File: src/rtl/grc_pkg.sv
package grc_pkg;

   // Map geometry
   localparam int MAP_SIDE  = 8;
   localparam int SIDE_BITS = $clog2(MAP_SIDE);
   localparam int CELLS     = MAP_SIDE * MAP_SIDE;
   localparam int CELL_BITS = $clog2(CELLS);

   // Cell index strides for the four walk directions
   localparam logic [CELL_BITS-1:0] STRIDE_X_POS = CELL_BITS'(1);
   localparam logic [CELL_BITS-1:0] STRIDE_X_NEG = CELL_BITS'(CELLS - 1);
   localparam logic [CELL_BITS-1:0] STRIDE_Y_POS = CELL_BITS'(MAP_SIDE);
   localparam logic [CELL_BITS-1:0] STRIDE_Y_NEG = CELL_BITS'(CELLS - MAP_SIDE);

   // Request kinds
   localparam logic REQ_WRITE = 1'b0;
   localparam logic REQ_CAST  = 1'b1;

   // Register indexes
   localparam logic REG_PLAYER_X = 1'b0;
   localparam logic REG_PLAYER_Y = 1'b1;

   localparam logic [10:0] PLAYER_X_RESET = 11'd940;
   localparam logic [10:0] PLAYER_Y_RESET = 11'd836;

   // Reciprocal constants
   localparam logic [17:0] RCP_SEED = 18'h2EA00;
   localparam logic [17:0] RCP_TWO  = 18'h20000;

   localparam logic [15:0] SMALL_MAG   = 16'd4;
   localparam logic [29:0] STEP_MAX    = 30'h3FFFFFFF;
   localparam logic [30:0] DIST_MAX    = 31'h7FFFFFFF;
   localparam logic [15:0] HIT_SAT     = 16'hFFFF;
   localparam logic [7:0]  FRAC_MIRROR = 8'hFF;

   typedef struct packed {
      logic busy;
      logic done;
   } rcp_status_type;

endpackage

File: src/rtl/grc_recip.sv
// Fixed-point reciprocal: normalize, seed, one Newton-Raphson refinement, denormalize.
module grc_recip (
   input  logic                    clock,
   input  logic                    reset,
   input  logic                    start,
   input  logic [15:0]             operand,
   output grc_pkg::rcp_status_type status,
   output logic [32:0]             result
);

   localparam logic [2:0] P_IDLE   = 3'd0;
   localparam logic [2:0] P_NORM   = 3'd1;
   localparam logic [2:0] P_MUL    = 3'd2;
   localparam logic [2:0] P_REFINE = 3'd3;
   localparam logic [2:0] P_SHIFT  = 3'd4;

   logic [2:0]  phase_ff, phase_in;
   logic        done_ff, done_in;
   logic [15:0] d_ff;
   logic [15:0] dn_ff;
   logic [3:0]  cnt_ff;
   logic [8:0]  xs_ff;
   logic [16:0] m_ff;
   logic [17:0] q_ff;
   logic [32:0] result_ff;

   logic [15:0] norm_d;
   logic [3:0]  norm_cnt;
   logic [17:0] seed;
   logic [24:0] m_prod;
   logic [17:0] y_full;
   logic [25:0] q_prod;
   logic [32:0] q_wide;

   // Log shifter: bring the leading one to bit 15
   always_comb begin
      norm_d   = d_ff;
      norm_cnt = '0;
      if (norm_d[15:8] == 8'd0) begin
         norm_d      = {norm_d[7:0], 8'd0};
         norm_cnt[3] = 1'b1;
      end
      if (norm_d[15:12] == 4'd0) begin
         norm_d      = {norm_d[11:0], 4'd0};
         norm_cnt[2] = 1'b1;
      end
      if (norm_d[15:14] == 2'd0) begin
         norm_d      = {norm_d[13:0], 2'd0};
         norm_cnt[1] = 1'b1;
      end
      if (!norm_d[15]) begin
         norm_d      = {norm_d[14:0], 1'b0};
         norm_cnt[0] = 1'b1;
      end
   end

   assign seed   = grc_pkg::RCP_SEED - {1'b0, norm_d, 1'b0};
   assign m_prod = {9'd0, dn_ff} * {16'd0, xs_ff};
   assign y_full = grc_pkg::RCP_TWO - {1'b0, m_ff};
   assign q_prod = {17'd0, xs_ff} * {9'd0, y_full[16:0]};
   assign q_wide = {15'd0, q_ff};

   always_comb begin
      phase_in = phase_ff;
      done_in  = 1'b0;
      case (phase_ff)
         P_IDLE:   if (start) phase_in = P_NORM;
         P_NORM:   phase_in = P_MUL;
         P_MUL:    phase_in = P_REFINE;
         P_REFINE: phase_in = P_SHIFT;
         P_SHIFT: begin
            phase_in = P_IDLE;
            done_in  = 1'b1;
         end
         default:  phase_in = P_IDLE;
      endcase
   end

   always_ff @(posedge clock) begin
      if (reset) begin
         phase_ff <= P_IDLE;
         done_ff  <= 1'b0;
      end else begin
         phase_ff <= phase_in;
         done_ff  <= done_in;
      end
   end

   always_ff @(posedge clock) begin
      if (phase_ff == P_IDLE && start) d_ff <= operand;
      if (phase_ff == P_NORM) begin
         dn_ff  <= norm_d;
         cnt_ff <= norm_cnt;
         xs_ff  <= seed[16:8];
      end
      if (phase_ff == P_MUL)    m_ff      <= m_prod[24:8];
      if (phase_ff == P_REFINE) q_ff      <= q_prod[25:8];
      if (phase_ff == P_SHIFT)  result_ff <= q_wide << cnt_ff;
   end

   assign status.busy = (phase_ff != P_IDLE);
   assign status.done = done_ff;
   assign result      = result_ff;

endmodule

File: src/rtl/grid_raycast_wall_height_top.sv
// Channel  Dir  Handshake          Payload
// req      in   req_tvalid/tready  tdata: cell_index, cell_value, ray_u, ray_v; tuser: req_type
// rsp      out  rsp_tvalid/tready  tdata: wall_height, wall_texture; tuser: no_hit
// csr      in   APB psel/penable   player_x at 0x0, player_y at 0x4
//
// A map write is stored as it is accepted. A cast takes the reciprocal of each ray component,
// then reads the map once per visited cell (at most MAX_STEPS), reads a neighbor cell for the
// texture when the wall was met stepping in the negative direction, and takes the reciprocal
// of the hit distance for the height. A walk that runs out of steps skips the height pass.
// Components below 4, or a zero distance, skip a reciprocal pass.
// Synchronous reset clears control and loads player position defaults; map is not cleared.
// A finished word waits in the output register; the next word is taken meanwhile.
module grid_raycast_wall_height_top #(
   parameter int MAX_STEPS   = 16,
   parameter int HALF_HEIGHT = 160
) (
   input  logic        clock,
   input  logic        reset,

   input  logic        req_tvalid,
   output logic        req_tready,
   input  logic [47:0] req_tdata,   // [5:0] cell_index, [12:6] cell_value,
                                    // [28:13] ray_u, [44:29] ray_v, [47:45] zero
   input  logic [0:0]  req_tuser,   // [0] req_type

   output logic        rsp_tvalid,
   input  logic        rsp_tready,
   output logic [15:0] rsp_tdata,   // [7:0] wall_height, [15:8] wall_texture
   output logic [0:0]  rsp_tuser,   // [0] no_hit

   input  logic        csr_psel,
   input  logic        csr_penable,
   input  logic        csr_pwrite,
   input  logic [2:0]  csr_paddr,
   input  logic [31:0] csr_pwdata,
   output logic [31:0] csr_prdata,
   output logic        csr_pready
);

   localparam int CB = grc_pkg::CELL_BITS;
   localparam int SB = grc_pkg::SIDE_BITS;
   localparam int STEP_BITS = $clog2(MAX_STEPS + 1);

   localparam logic [3:0] ST_IDLE     = 4'd0;
   localparam logic [3:0] ST_DU       = 4'd1;
   localparam logic [3:0] ST_DU_WAIT  = 4'd2;
   localparam logic [3:0] ST_DV       = 4'd3;
   localparam logic [3:0] ST_DV_WAIT  = 4'd4;
   localparam logic [3:0] ST_INIT     = 4'd5;
   localparam logic [3:0] ST_WALK     = 4'd6;
   localparam logic [3:0] ST_TEX      = 4'd7;
   localparam logic [3:0] ST_TEX_WAIT = 4'd8;
   localparam logic [3:0] ST_HEIGHT   = 4'd9;
   localparam logic [3:0] ST_H_WAIT   = 4'd10;
   localparam logic [3:0] ST_OUT      = 4'd11;

   // Control registers
   logic [3:0]           state_ff, state_in;
   logic [10:0]          player_x_ff, player_x_in;
   logic [10:0]          player_y_ff, player_y_in;
   logic                 rsp_tvalid_ff, rsp_tvalid_in;
   logic                 valid_p_ff, valid_p_in;
   logic [STEP_BITS-1:0] n_ff, n_in;

   // Datapath registers
   logic          u_neg_ff, u_neg_in, u_pos_ff, u_pos_in;
   logic          v_neg_ff, v_neg_in, v_pos_ff, v_pos_in;
   logic [15:0]   au_ff, au_in, av_ff, av_in;
   logic [29:0]   du_ff, du_in, dv_ff, dv_in;
   logic [30:0]   distx_ff, distx_in, disty_ff, disty_in;
   logic [CB-1:0] idx_ff, idx_in, idx_p_ff, idx_p_in;
   logic          yside_p_ff, yside_p_in;
   logic [30:0]   hitv_p_ff, hitv_p_in;
   logic [7:0]    tex_ff, tex_in;
   logic [7:0]    height_ff, height_in;
   logic          nohit_ff, nohit_in;
   logic [15:0]   rsp_data_ff, rsp_data_in;
   logic          rsp_user_ff, rsp_user_in;

   // Map memory
   logic [6:0]    map_mem [grc_pkg::CELLS];
   logic [6:0]    rdata_ff;
   logic          mem_we;
   logic [CB-1:0] mem_waddr;
   logic [6:0]    mem_wdata;
   logic [CB-1:0] rd_addr;

   // Reciprocal unit
   logic                    rcp_start;
   logic [15:0]             rcp_operand;
   grc_pkg::rcp_status_type rcp_status;
   logic [32:0]             rcp_result;

   // Request fields
   logic [15:0] req_u, req_v;
   logic [15:0] req_u_neg, req_v_neg;
   assign req_u     = req_tdata[28:13];
   assign req_v     = req_tdata[44:29];
   assign req_u_neg = 16'd0 - req_u;
   assign req_v_neg = 16'd0 - req_v;

   // Walk datapath
   logic          yside_c;
   logic [CB-1:0] stride;
   logic [CB-1:0] idx_next;
   logic [31:0]   sum_x, sum_y;
   logic [30:0]   sat_x, sat_y;
   logic [7:0]    mx, my;
   logic [29:0]   distx_init, disty_init;
   logic [CB-1:0] nb_row, nb_col;
   logic [15:0]   hit16;
   logic [16:0]   hq;
   logic          csr_write;

   assign yside_c = distx_ff > disty_ff;
   assign stride  = yside_c ? (v_neg_ff ? grc_pkg::STRIDE_Y_NEG : grc_pkg::STRIDE_Y_POS)
                            : (u_neg_ff ? grc_pkg::STRIDE_X_NEG : grc_pkg::STRIDE_X_POS);
   assign idx_next = idx_ff + stride;

   // Saturating distance advance
   assign sum_x = {1'b0, distx_ff} + {2'b0, du_ff};
   assign sum_y = {1'b0, disty_ff} + {2'b0, dv_ff};
   assign sat_x = (sum_x > {1'b0, grc_pkg::DIST_MAX}) ? grc_pkg::DIST_MAX : sum_x[30:0];
   assign sat_y = (sum_y > {1'b0, grc_pkg::DIST_MAX}) ? grc_pkg::DIST_MAX : sum_y[30:0];

   // Mirror the fraction when stepping in the positive direction
   assign mx = u_pos_ff ? (grc_pkg::FRAC_MIRROR - player_x_ff[7:0]) : player_x_ff[7:0];
   assign my = v_pos_ff ? (grc_pkg::FRAC_MIRROR - player_y_ff[7:0]) : player_y_ff[7:0];
   assign distx_init = {8'd0, du_ff[29:8]} * {22'd0, mx};
   assign disty_init = {8'd0, dv_ff[29:8]} * {22'd0, my};

   // Neighbor texture cells: row number plus one, column number plus one
   assign nb_row = CB'(idx_p_ff[CB-1 -: SB]) + CB'(1);
   assign nb_col = CB'(idx_p_ff[SB-1:0]) + CB'(1);

   assign hit16 = (hitv_p_ff[30:24] != 7'd0) ? grc_pkg::HIT_SAT : hitv_p_ff[23:8];
   assign hq    = rcp_result[32:16];

   assign csr_write = csr_psel & csr_penable & csr_pwrite;

   always_comb begin
      state_in      = state_ff;
      player_x_in   = player_x_ff;
      player_y_in   = player_y_ff;
      rsp_tvalid_in = rsp_tvalid_ff;
      valid_p_in    = valid_p_ff;
      n_in          = n_ff;
      u_neg_in      = u_neg_ff;
      u_pos_in      = u_pos_ff;
      v_neg_in      = v_neg_ff;
      v_pos_in      = v_pos_ff;
      au_in         = au_ff;
      av_in         = av_ff;
      du_in         = du_ff;
      dv_in         = dv_ff;
      distx_in      = distx_ff;
      disty_in      = disty_ff;
      idx_in        = idx_ff;
      idx_p_in      = idx_p_ff;
      yside_p_in    = yside_p_ff;
      hitv_p_in     = hitv_p_ff;
      tex_in        = tex_ff;
      height_in     = height_ff;
      nohit_in      = nohit_ff;
      rsp_data_in   = rsp_data_ff;
      rsp_user_in   = rsp_user_ff;
      mem_we        = 1'b0;
      mem_waddr     = req_tdata[CB-1:0];
      mem_wdata     = req_tdata[12:6];
      rd_addr       = idx_p_ff;
      rcp_start     = 1'b0;
      rcp_operand   = au_ff;

      if (csr_write) begin
         if (csr_paddr[2] == grc_pkg::REG_PLAYER_X) player_x_in = csr_pwdata[10:0];
         else                                       player_y_in = csr_pwdata[10:0];
      end

      // Drop the output word once taken
      if (rsp_tvalid_ff && rsp_tready) rsp_tvalid_in = 1'b0;

      case (state_ff)
         ST_IDLE: begin
            if (req_tvalid) begin
               if (req_tuser[0] == grc_pkg::REQ_WRITE) begin
                  mem_we = 1'b1;
               end else begin
                  u_neg_in = req_u[15];
                  u_pos_in = !req_u[15] && (req_u != 16'd0);
                  v_neg_in = req_v[15];
                  v_pos_in = !req_v[15] && (req_v != 16'd0);
                  au_in    = req_u[15] ? req_u_neg : req_u;
                  av_in    = req_v[15] ? req_v_neg : req_v;
                  nohit_in = 1'b0;
                  state_in = ST_DU;
               end
            end
         end
         ST_DU: begin
            if (au_ff < grc_pkg::SMALL_MAG) begin
               du_in    = grc_pkg::STEP_MAX;
               state_in = ST_DV;
            end else begin
               rcp_start = 1'b1;
               state_in  = ST_DU_WAIT;
            end
         end
         ST_DU_WAIT: begin
            if (rcp_status.done) begin
               du_in    = rcp_result[29:0];
               state_in = ST_DV;
            end
         end
         ST_DV: begin
            rcp_operand = av_ff;
            if (av_ff < grc_pkg::SMALL_MAG) begin
               dv_in    = grc_pkg::STEP_MAX;
               state_in = ST_INIT;
            end else begin
               rcp_start = 1'b1;
               state_in  = ST_DV_WAIT;
            end
         end
         ST_DV_WAIT: begin
            if (rcp_status.done) begin
               dv_in    = rcp_result[29:0];
               state_in = ST_INIT;
            end
         end
         ST_INIT: begin
            distx_in   = {1'b0, distx_init};
            disty_in   = {1'b0, disty_init};
            idx_in     = {player_y_ff[8 +: SB], player_x_ff[8 +: SB]};
            n_in       = '0;
            valid_p_in = 1'b0;
            state_in   = ST_WALK;
         end
         ST_WALK: begin
            // Check the cell read last cycle while the next one is fetched, unless the walk ends here
            if (valid_p_ff && (rdata_ff != 7'd0)) begin
               tex_in     = {1'b0, rdata_ff};
               valid_p_in = 1'b0;
               state_in   = ST_TEX;
            end else if (n_ff == STEP_BITS'(MAX_STEPS)) begin
               height_in  = 8'd0;
               tex_in     = 8'd0;
               nohit_in   = 1'b1;
               valid_p_in = 1'b0;
               state_in   = ST_OUT;
            end else begin
               rd_addr    = idx_next;
               idx_in     = idx_next;
               idx_p_in   = idx_next;
               yside_p_in = yside_c;
               hitv_p_in  = yside_c ? disty_ff : distx_ff;
               if (yside_c) disty_in = sat_y;
               else         distx_in = sat_x;
               n_in       = n_ff + STEP_BITS'(1);
               valid_p_in = 1'b1;
            end
         end
         ST_TEX: begin
            if (yside_p_ff && v_neg_ff) begin
               rd_addr  = nb_row;
               state_in = ST_TEX_WAIT;
            end else if (!yside_p_ff && u_neg_ff) begin
               rd_addr  = nb_col;
               state_in = ST_TEX_WAIT;
            end else begin
               tex_in   = {yside_p_ff, tex_ff[6:0]};
               state_in = ST_HEIGHT;
            end
         end
         ST_TEX_WAIT: begin
            tex_in   = {yside_p_ff, rdata_ff};
            state_in = ST_HEIGHT;
         end
         ST_HEIGHT: begin
            rcp_operand = hit16;
            if (hit16 == 16'd0) begin
               height_in = 8'(HALF_HEIGHT);
               state_in  = ST_OUT;
            end else begin
               rcp_start = 1'b1;
               state_in  = ST_H_WAIT;
            end
         end
         ST_H_WAIT: begin
            if (rcp_status.done) begin
               height_in = (hq > 17'(HALF_HEIGHT)) ? 8'(HALF_HEIGHT) : hq[7:0];
               state_in  = ST_OUT;
            end
         end
         ST_OUT: begin
            // Hold until the output register is free
            if (!rsp_tvalid_ff || rsp_tready) begin
               rsp_tvalid_in = 1'b1;
               rsp_data_in   = {tex_ff, height_ff};
               rsp_user_in   = nohit_ff;
               state_in      = ST_IDLE;
            end
         end
         default: state_in = ST_IDLE;
      endcase
   end

   always_ff @(posedge clock) begin
      if (reset) begin
         state_ff      <= ST_IDLE;
         player_x_ff   <= grc_pkg::PLAYER_X_RESET;
         player_y_ff   <= grc_pkg::PLAYER_Y_RESET;
         rsp_tvalid_ff <= 1'b0;
         valid_p_ff    <= 1'b0;
         n_ff          <= '0;
      end else begin
         state_ff      <= state_in;
         player_x_ff   <= player_x_in;
         player_y_ff   <= player_y_in;
         rsp_tvalid_ff <= rsp_tvalid_in;
         valid_p_ff    <= valid_p_in;
         n_ff          <= n_in;
      end
   end

   always_ff @(posedge clock) begin
      u_neg_ff    <= u_neg_in;
      u_pos_ff    <= u_pos_in;
      v_neg_ff    <= v_neg_in;
      v_pos_ff    <= v_pos_in;
      au_ff       <= au_in;
      av_ff       <= av_in;
      du_ff       <= du_in;
      dv_ff       <= dv_in;
      distx_ff    <= distx_in;
      disty_ff    <= disty_in;
      idx_ff      <= idx_in;
      idx_p_ff    <= idx_p_in;
      yside_p_ff  <= yside_p_in;
      hitv_p_ff   <= hitv_p_in;
      tex_ff      <= tex_in;
      height_ff   <= height_in;
      nohit_ff    <= nohit_in;
      rsp_data_ff <= rsp_data_in;
      rsp_user_ff <= rsp_user_in;
   end

   // Map memory: one write port, one registered read port
   always_ff @(posedge clock) begin
      if (mem_we) map_mem[mem_waddr] <= mem_wdata;
      rdata_ff <= map_mem[rd_addr];
   end

   grc_recip u_recip (
      .clock   (clock),
      .reset   (reset),
      .start   (rcp_start),
      .operand (rcp_operand),
      .status  (rcp_status),
      .result  (rcp_result)
   );

   assign req_tready   = (state_ff == ST_IDLE);
   assign rsp_tvalid   = rsp_tvalid_ff;
   assign rsp_tdata    = rsp_data_ff;
   assign rsp_tuser[0] = rsp_user_ff;
   assign csr_pready   = 1'b1;
   assign csr_prdata   = (csr_paddr[2] == grc_pkg::REG_PLAYER_Y) ? {21'd0, player_y_ff}
                                                                : {21'd0, player_x_ff};

`ifndef ASSERT_OFF
   a_idle_rcp_quiet: assert property (@(posedge clock) disable iff (reset)
      (state_ff == ST_IDLE) |-> !rcp_status.busy)
      else $error("reciprocal unit busy while idle");

   a_rcp_done_waited: assert property (@(posedge clock) disable iff (reset)
      rcp_status.done |->
         (state_ff == ST_DU_WAIT || state_ff == ST_DV_WAIT || state_ff == ST_H_WAIT))
      else $error("reciprocal result arrived with no consumer");

   a_step_bound: assert property (@(posedge clock) disable iff (reset)
      (state_ff == ST_WALK) |-> (n_ff <= STEP_BITS'(MAX_STEPS)))
      else $error("walk exceeded step bound");

   a_nohit_blank: assert property (@(posedge clock) disable iff (reset)
      (rsp_tvalid_ff && rsp_user_ff) |-> (rsp_data_ff == 16'd0))
      else $error("no-hit word carries data");

   a_height_bound: assert property (@(posedge clock) disable iff (reset)
      rsp_tvalid_ff |-> (rsp_data_ff[7:0] <= 8'(HALF_HEIGHT)))
      else $error("wall height above bound");
`endif

endmodule
File: config.mk
export PLATFORM = sky130hd
export DESIGN_NAME = grid_raycast_wall_height_top
export DESIGN_NICKNAME = d
export VERILOG_FILES = /design/src/rtl/grc_pkg.sv /design/src/rtl/grc_recip.sv /design/src/rtl/grid_raycast_wall_height_top.sv
export SDC_FILE = /design/constraint.sdc
export NUM_CORES = 2
export LEC_CHECK = 0
export BUFFER_PORTS_ARGS = -buffer_cell sky130_fd_sc_hd__buf_2
export CAP_MARGIN = 5
export CORE_MARGIN = 10
export CORE_UTILIZATION = 25
export DETAILED_ROUTE_END_ITERATION = 10
export HOLD_SLACK_MARGIN = 0.06
export MAX_ROUTING_LAYER = met4
export SLEW_MARGIN = 20
export SYNTH_ARGS = -nofsm -noshare
export SYNTH_HDL_FRONTEND = slang
export SYNTH_SLANG_ARGS = --single-unit
File: constraint.sdc
create_clock -name clock -period 6.9 [get_ports clock]
set_input_delay 1.035 -clock clock [delete_from_list [all_inputs] [get_ports clock]]
set_output_delay 1.035 -clock clock [all_outputs]
set_load 0.02 [all_outputs]
==> impl_results.md <==
* Post-synthesis instance total at about 5400
* Hold slack at about 0.42 ns
* Final non-filler cell total at approximately 8600
* Type of the tightest min-delay check: reg2reg
* Total die area at roughly 0.26 mm^2
* Final WS setup at 0.369 ns
* Post-synth EDFFs at just under 800
* Maximum root-to-sink buffer count at 3
* Number of gates resized after cts at 0
* Critical path buffer and inverter count at 4
* Worst Tran Pin Value at around 1.1 ns
* Total congestion overflow after global routing at 0
* Multi-input combinational cell area at between 0.03 and 0.04 mm^2
* Initial Utilization at 25.2%
* Height of the die at between 500 and 600 um
* Clock tree from TritonCTS: built
* Number of top-level pins at 143
* Slowest library cell on the worst path: sky130_fd_sc_hd__fa_1
* Skew-Pair Late Insertion Delay at roughly 0.71 ns
* Final design utilization at between 20 and 30%
* Detailed-router iteration count before antenna repair at 6
* Final number of max-transition violations at 0
* Total standard cell area after synthesis at around 0.059 mm^2
* Worst r2r src: u_recip.m_ff[3]$_DFFE_PN_
* Status: complete, no violations
* Largest net degree at the start of global routing at between 70 and 80
* Slew headroom at 23.7%
* Routed via count divided by cell count at 4.58
* Library cell used as clock root buffer: sky130_fd_sc_hd__clkbuf_16
* Clock tree sinks at approximately 830
* Number of nets in the layout at 6265
* Dominant cell type by area after synthesis: sky130_fd_sc_hd__edfxtp_1
* Number of antenna diodes at 0
* Final setup violating endpoints at 0
* Maximum level of the CTS H-tree at 3
* Setup Fix Bufs, Post-CTS at 0
* Number of fill cells in the layout at around 24000
* Number of placement rows at 177
* Top_reg_cell synth: sky130_fd_sc_hd__edfxtp_1
* Share of async-settable or async-resettable flops after synthesis at 0%
* Total of warnings raised by yosys at 0
* Number of remaining DRC errors at 0
* Worst endpoint data arrival time at just under 7 ns
* Standard cell core area at between 0.2 and 0.25 mm^2
* Shortest clock period the worst path allows after layout at ~6.5 ns
* Number of maximum-capacitance constraint violations at 0
* Detailed-route wire length per cell at between 15 and 20 um
* Cell total after placement at roughly 8500
* Part of the cycle the worst path needs at between 90% and 100%
* Post-DP HPWL at around 110000 um
* Number of input and output port buffers inserted at 94
* Initial antenna violation count at 0
* Area occupied by registers at between 0.02 and 0.025 mm^2
* Critical Path Source Type: flop
* Clock skew after layout at between 0.04 and 0.05 ns
* Data required time at the worst endpoint at between 7 and 8 ns
* Number of nets with antenna violations after routing at 0
* FMAX at around 150 MHz
* Leading cell types by total area after synthesis: sky130_fd_sc_hd__edfxtp_1 40%, sky130_fd_sc_hd__fa_1 15%, sky130_fd_sc_hd__ha_1 6.1%
* Delay contributed by the slowest stage of the critical path at roughly 0.58 ns
* Share of synthesized area occupied by flip-flops and latches at between 40% and 50%
* Crit. End Element: flop
* Critical Path Start: u_recip.m_ff[3]$_DFFE_PN_
* Share of final-layout standard cells stronger than drive strength 1 at 9.38%
* Hold buffer count at cts at 0
* Dpl ws at roughly 0.081 ns
* Hold Fails Final Rpt at 0
* Total track usage at roughly an eighth
* Flops & latches, synth at 833
* Hold_sp: height_ff[7]$_SDFFCE_PN0P_
* Via count of the first global-routing pass at 41000
* Via Count at approximately 40000
* Post-synth top area share at 40.3%
* Width of the die at between 500 and 600 um
* Cell family with most CP delay: adder cells
* Reg clk slew, reported paths at 0.06 ns
* Maximum fanout count along the critical path at 4
* Category of the critical setup timing path: reg2reg
* DRC violation total after the first TritonRoute iteration at 3102
* Routed WL at between 100000 and 150000 um
* Global placement routability congestion at 0.891
* Post-synthesis average cell area at roughly 11 um^2
* Layout-stage area growth over the synthesis result at 12.5%
* First-pass GRT wire length at around 230000 um
* Number of buffers created by CTS at 81
* Number of distinct library cells after synthesis at 87
[cell usage in the layout (no fill, tap or decap), drive strengths merged, types with 15 or more instances in the layout]
cell type and n:
nand2b 78, dfxtp 44, o21ai 197, xnor2 116, o31ai 19, nand2 571
nor2 288, clkbuf 99, o22ai 22, mux2 124, a31oi 38, nor2b 40
o21bai 16, nand3 58, fa 446, a221oi 20, buf 202, a22oi 22
a21o 71, conb 22, nor4 21, xor2 82, and2 395, ha 286
clkinv 31, edfxtp 789, a211oi 39, mux2i 196, a22o 17, inv 613
a21oi 205, nor3 78, o21a 32, or2 15, nand4 24
[synthesized netlist by cell type (16+ instances only)]
master / count
sky130_fd_sc_hd__a31oi_1: 38
sky130_fd_sc_hd__inv_1: 601
sky130_fd_sc_hd__a221oi_1: 19
sky130_fd_sc_hd__clkbuf_1: 170
sky130_fd_sc_hd__a22oi_1: 22
sky130_fd_sc_hd__mux2_2: 112
sky130_fd_sc_hd__fa_1: 446
sky130_fd_sc_hd__nand4_1: 24
sky130_fd_sc_hd__o21a_1: 32
sky130_fd_sc_hd__a21oi_1: 205
sky130_fd_sc_hd__o21bai_1: 16
sky130_fd_sc_hd__xnor2_1: 116
sky130_fd_sc_hd__nor2_1: 288
sky130_fd_sc_hd__a22o_1: 17
sky130_fd_sc_hd__buf_2: 20
sky130_fd_sc_hd__and2_1: 395
sky130_fd_sc_hd__o31ai_1: 19
sky130_fd_sc_hd__ha_1: 286
sky130_fd_sc_hd__nor4_1: 21
sky130_fd_sc_hd__xor2_1: 82
sky130_fd_sc_hd__o21ai_0: 187
sky130_fd_sc_hd__nand3_1: 58
sky130_fd_sc_hd__nand2_1: 570
sky130_fd_sc_hd__a21o_1: 71
sky130_fd_sc_hd__edfxtp_1: 789
sky130_fd_sc_hd__mux2i_1: 196
sky130_fd_sc_hd__nor2b_1: 40
sky130_fd_sc_hd__nand2b_1: 78
sky130_fd_sc_hd__a211oi_1: 39
sky130_fd_sc_hd__dfxtp_1: 44
sky130_fd_sc_hd__o22ai_1: 22
sky130_fd_sc_hd__buf_4: 27
sky130_fd_sc_hd__nor3_1: 78
[layer usage]
layer	GRT usage, %	vias to the layer above	part of all wire (%)	wire length, um
met3	1.43	192	5.0	7390
met4	3.29	0	2.6	3840
met1	15.1	19900	44	66100
met2	19.1	1045	48	71400
li1	-	18500	-	-
met5	-	-	0	0
[path summary, 6_finish.rpt]
check	to	slack (ns)	cells after the start
min reg2reg	rsp_tdata[7]$_DFFE_PP_	0.42	0
max reg2reg	u_recip.q_ff[16]$_DFFE_PP_	0.37	27
min	rsp_tdata[7]$_DFFE_PP_	0.42	0
max	u_recip.q_ff[16]$_DFFE_PP_	0.37	27
[registers in the layout, summed over array words and instances (netlist names), 18 cells and up]
name and cells:
distx_ff 31, disty_ff 31, du_ff 30, dv_ff 30, hitv_p_ff 23, map_mem 448
u_recip.q_ff 18, u_recip.result 33
[cell families (layout without fill, tap and decap cells)]
group	after synthesis	in the layout	share of synthesized area, %
xor gates and xnor gates	198	198	2.95
other	2	22	0.0128
and+or+nand+nor	1630	1630	13.5
adders and majority gates	732	732	21.3
muxes	321	321	5.75
DFF	833	833	41.8
AOI/OAI and AO/OA	815	815	8.98
buffers and inverters	842	959	5.70
[area by class of cell]
class	instances	area share [%]
Clock buffer	99	3.32
Clock inverter	52	1.04
Inverter	606	3.44
Multi-Input combinational cell	3718	47.1
Sequential cell	833	37.1
Tap cell	3132	5.92
Timing Repair Buffer	202	2.05
[through the flow]
step	instance area, um^2	TNS (ns)
after global placement	63200	0
after global routing	66200	-0.0165
final	66200	0
after detailed placement	63200	0
after CTS	66100	0
after floorplan	58900	0
Power is not shown: default switching activity piles up to over one toggle a cycle in this logic, so the estimate is an artifact.
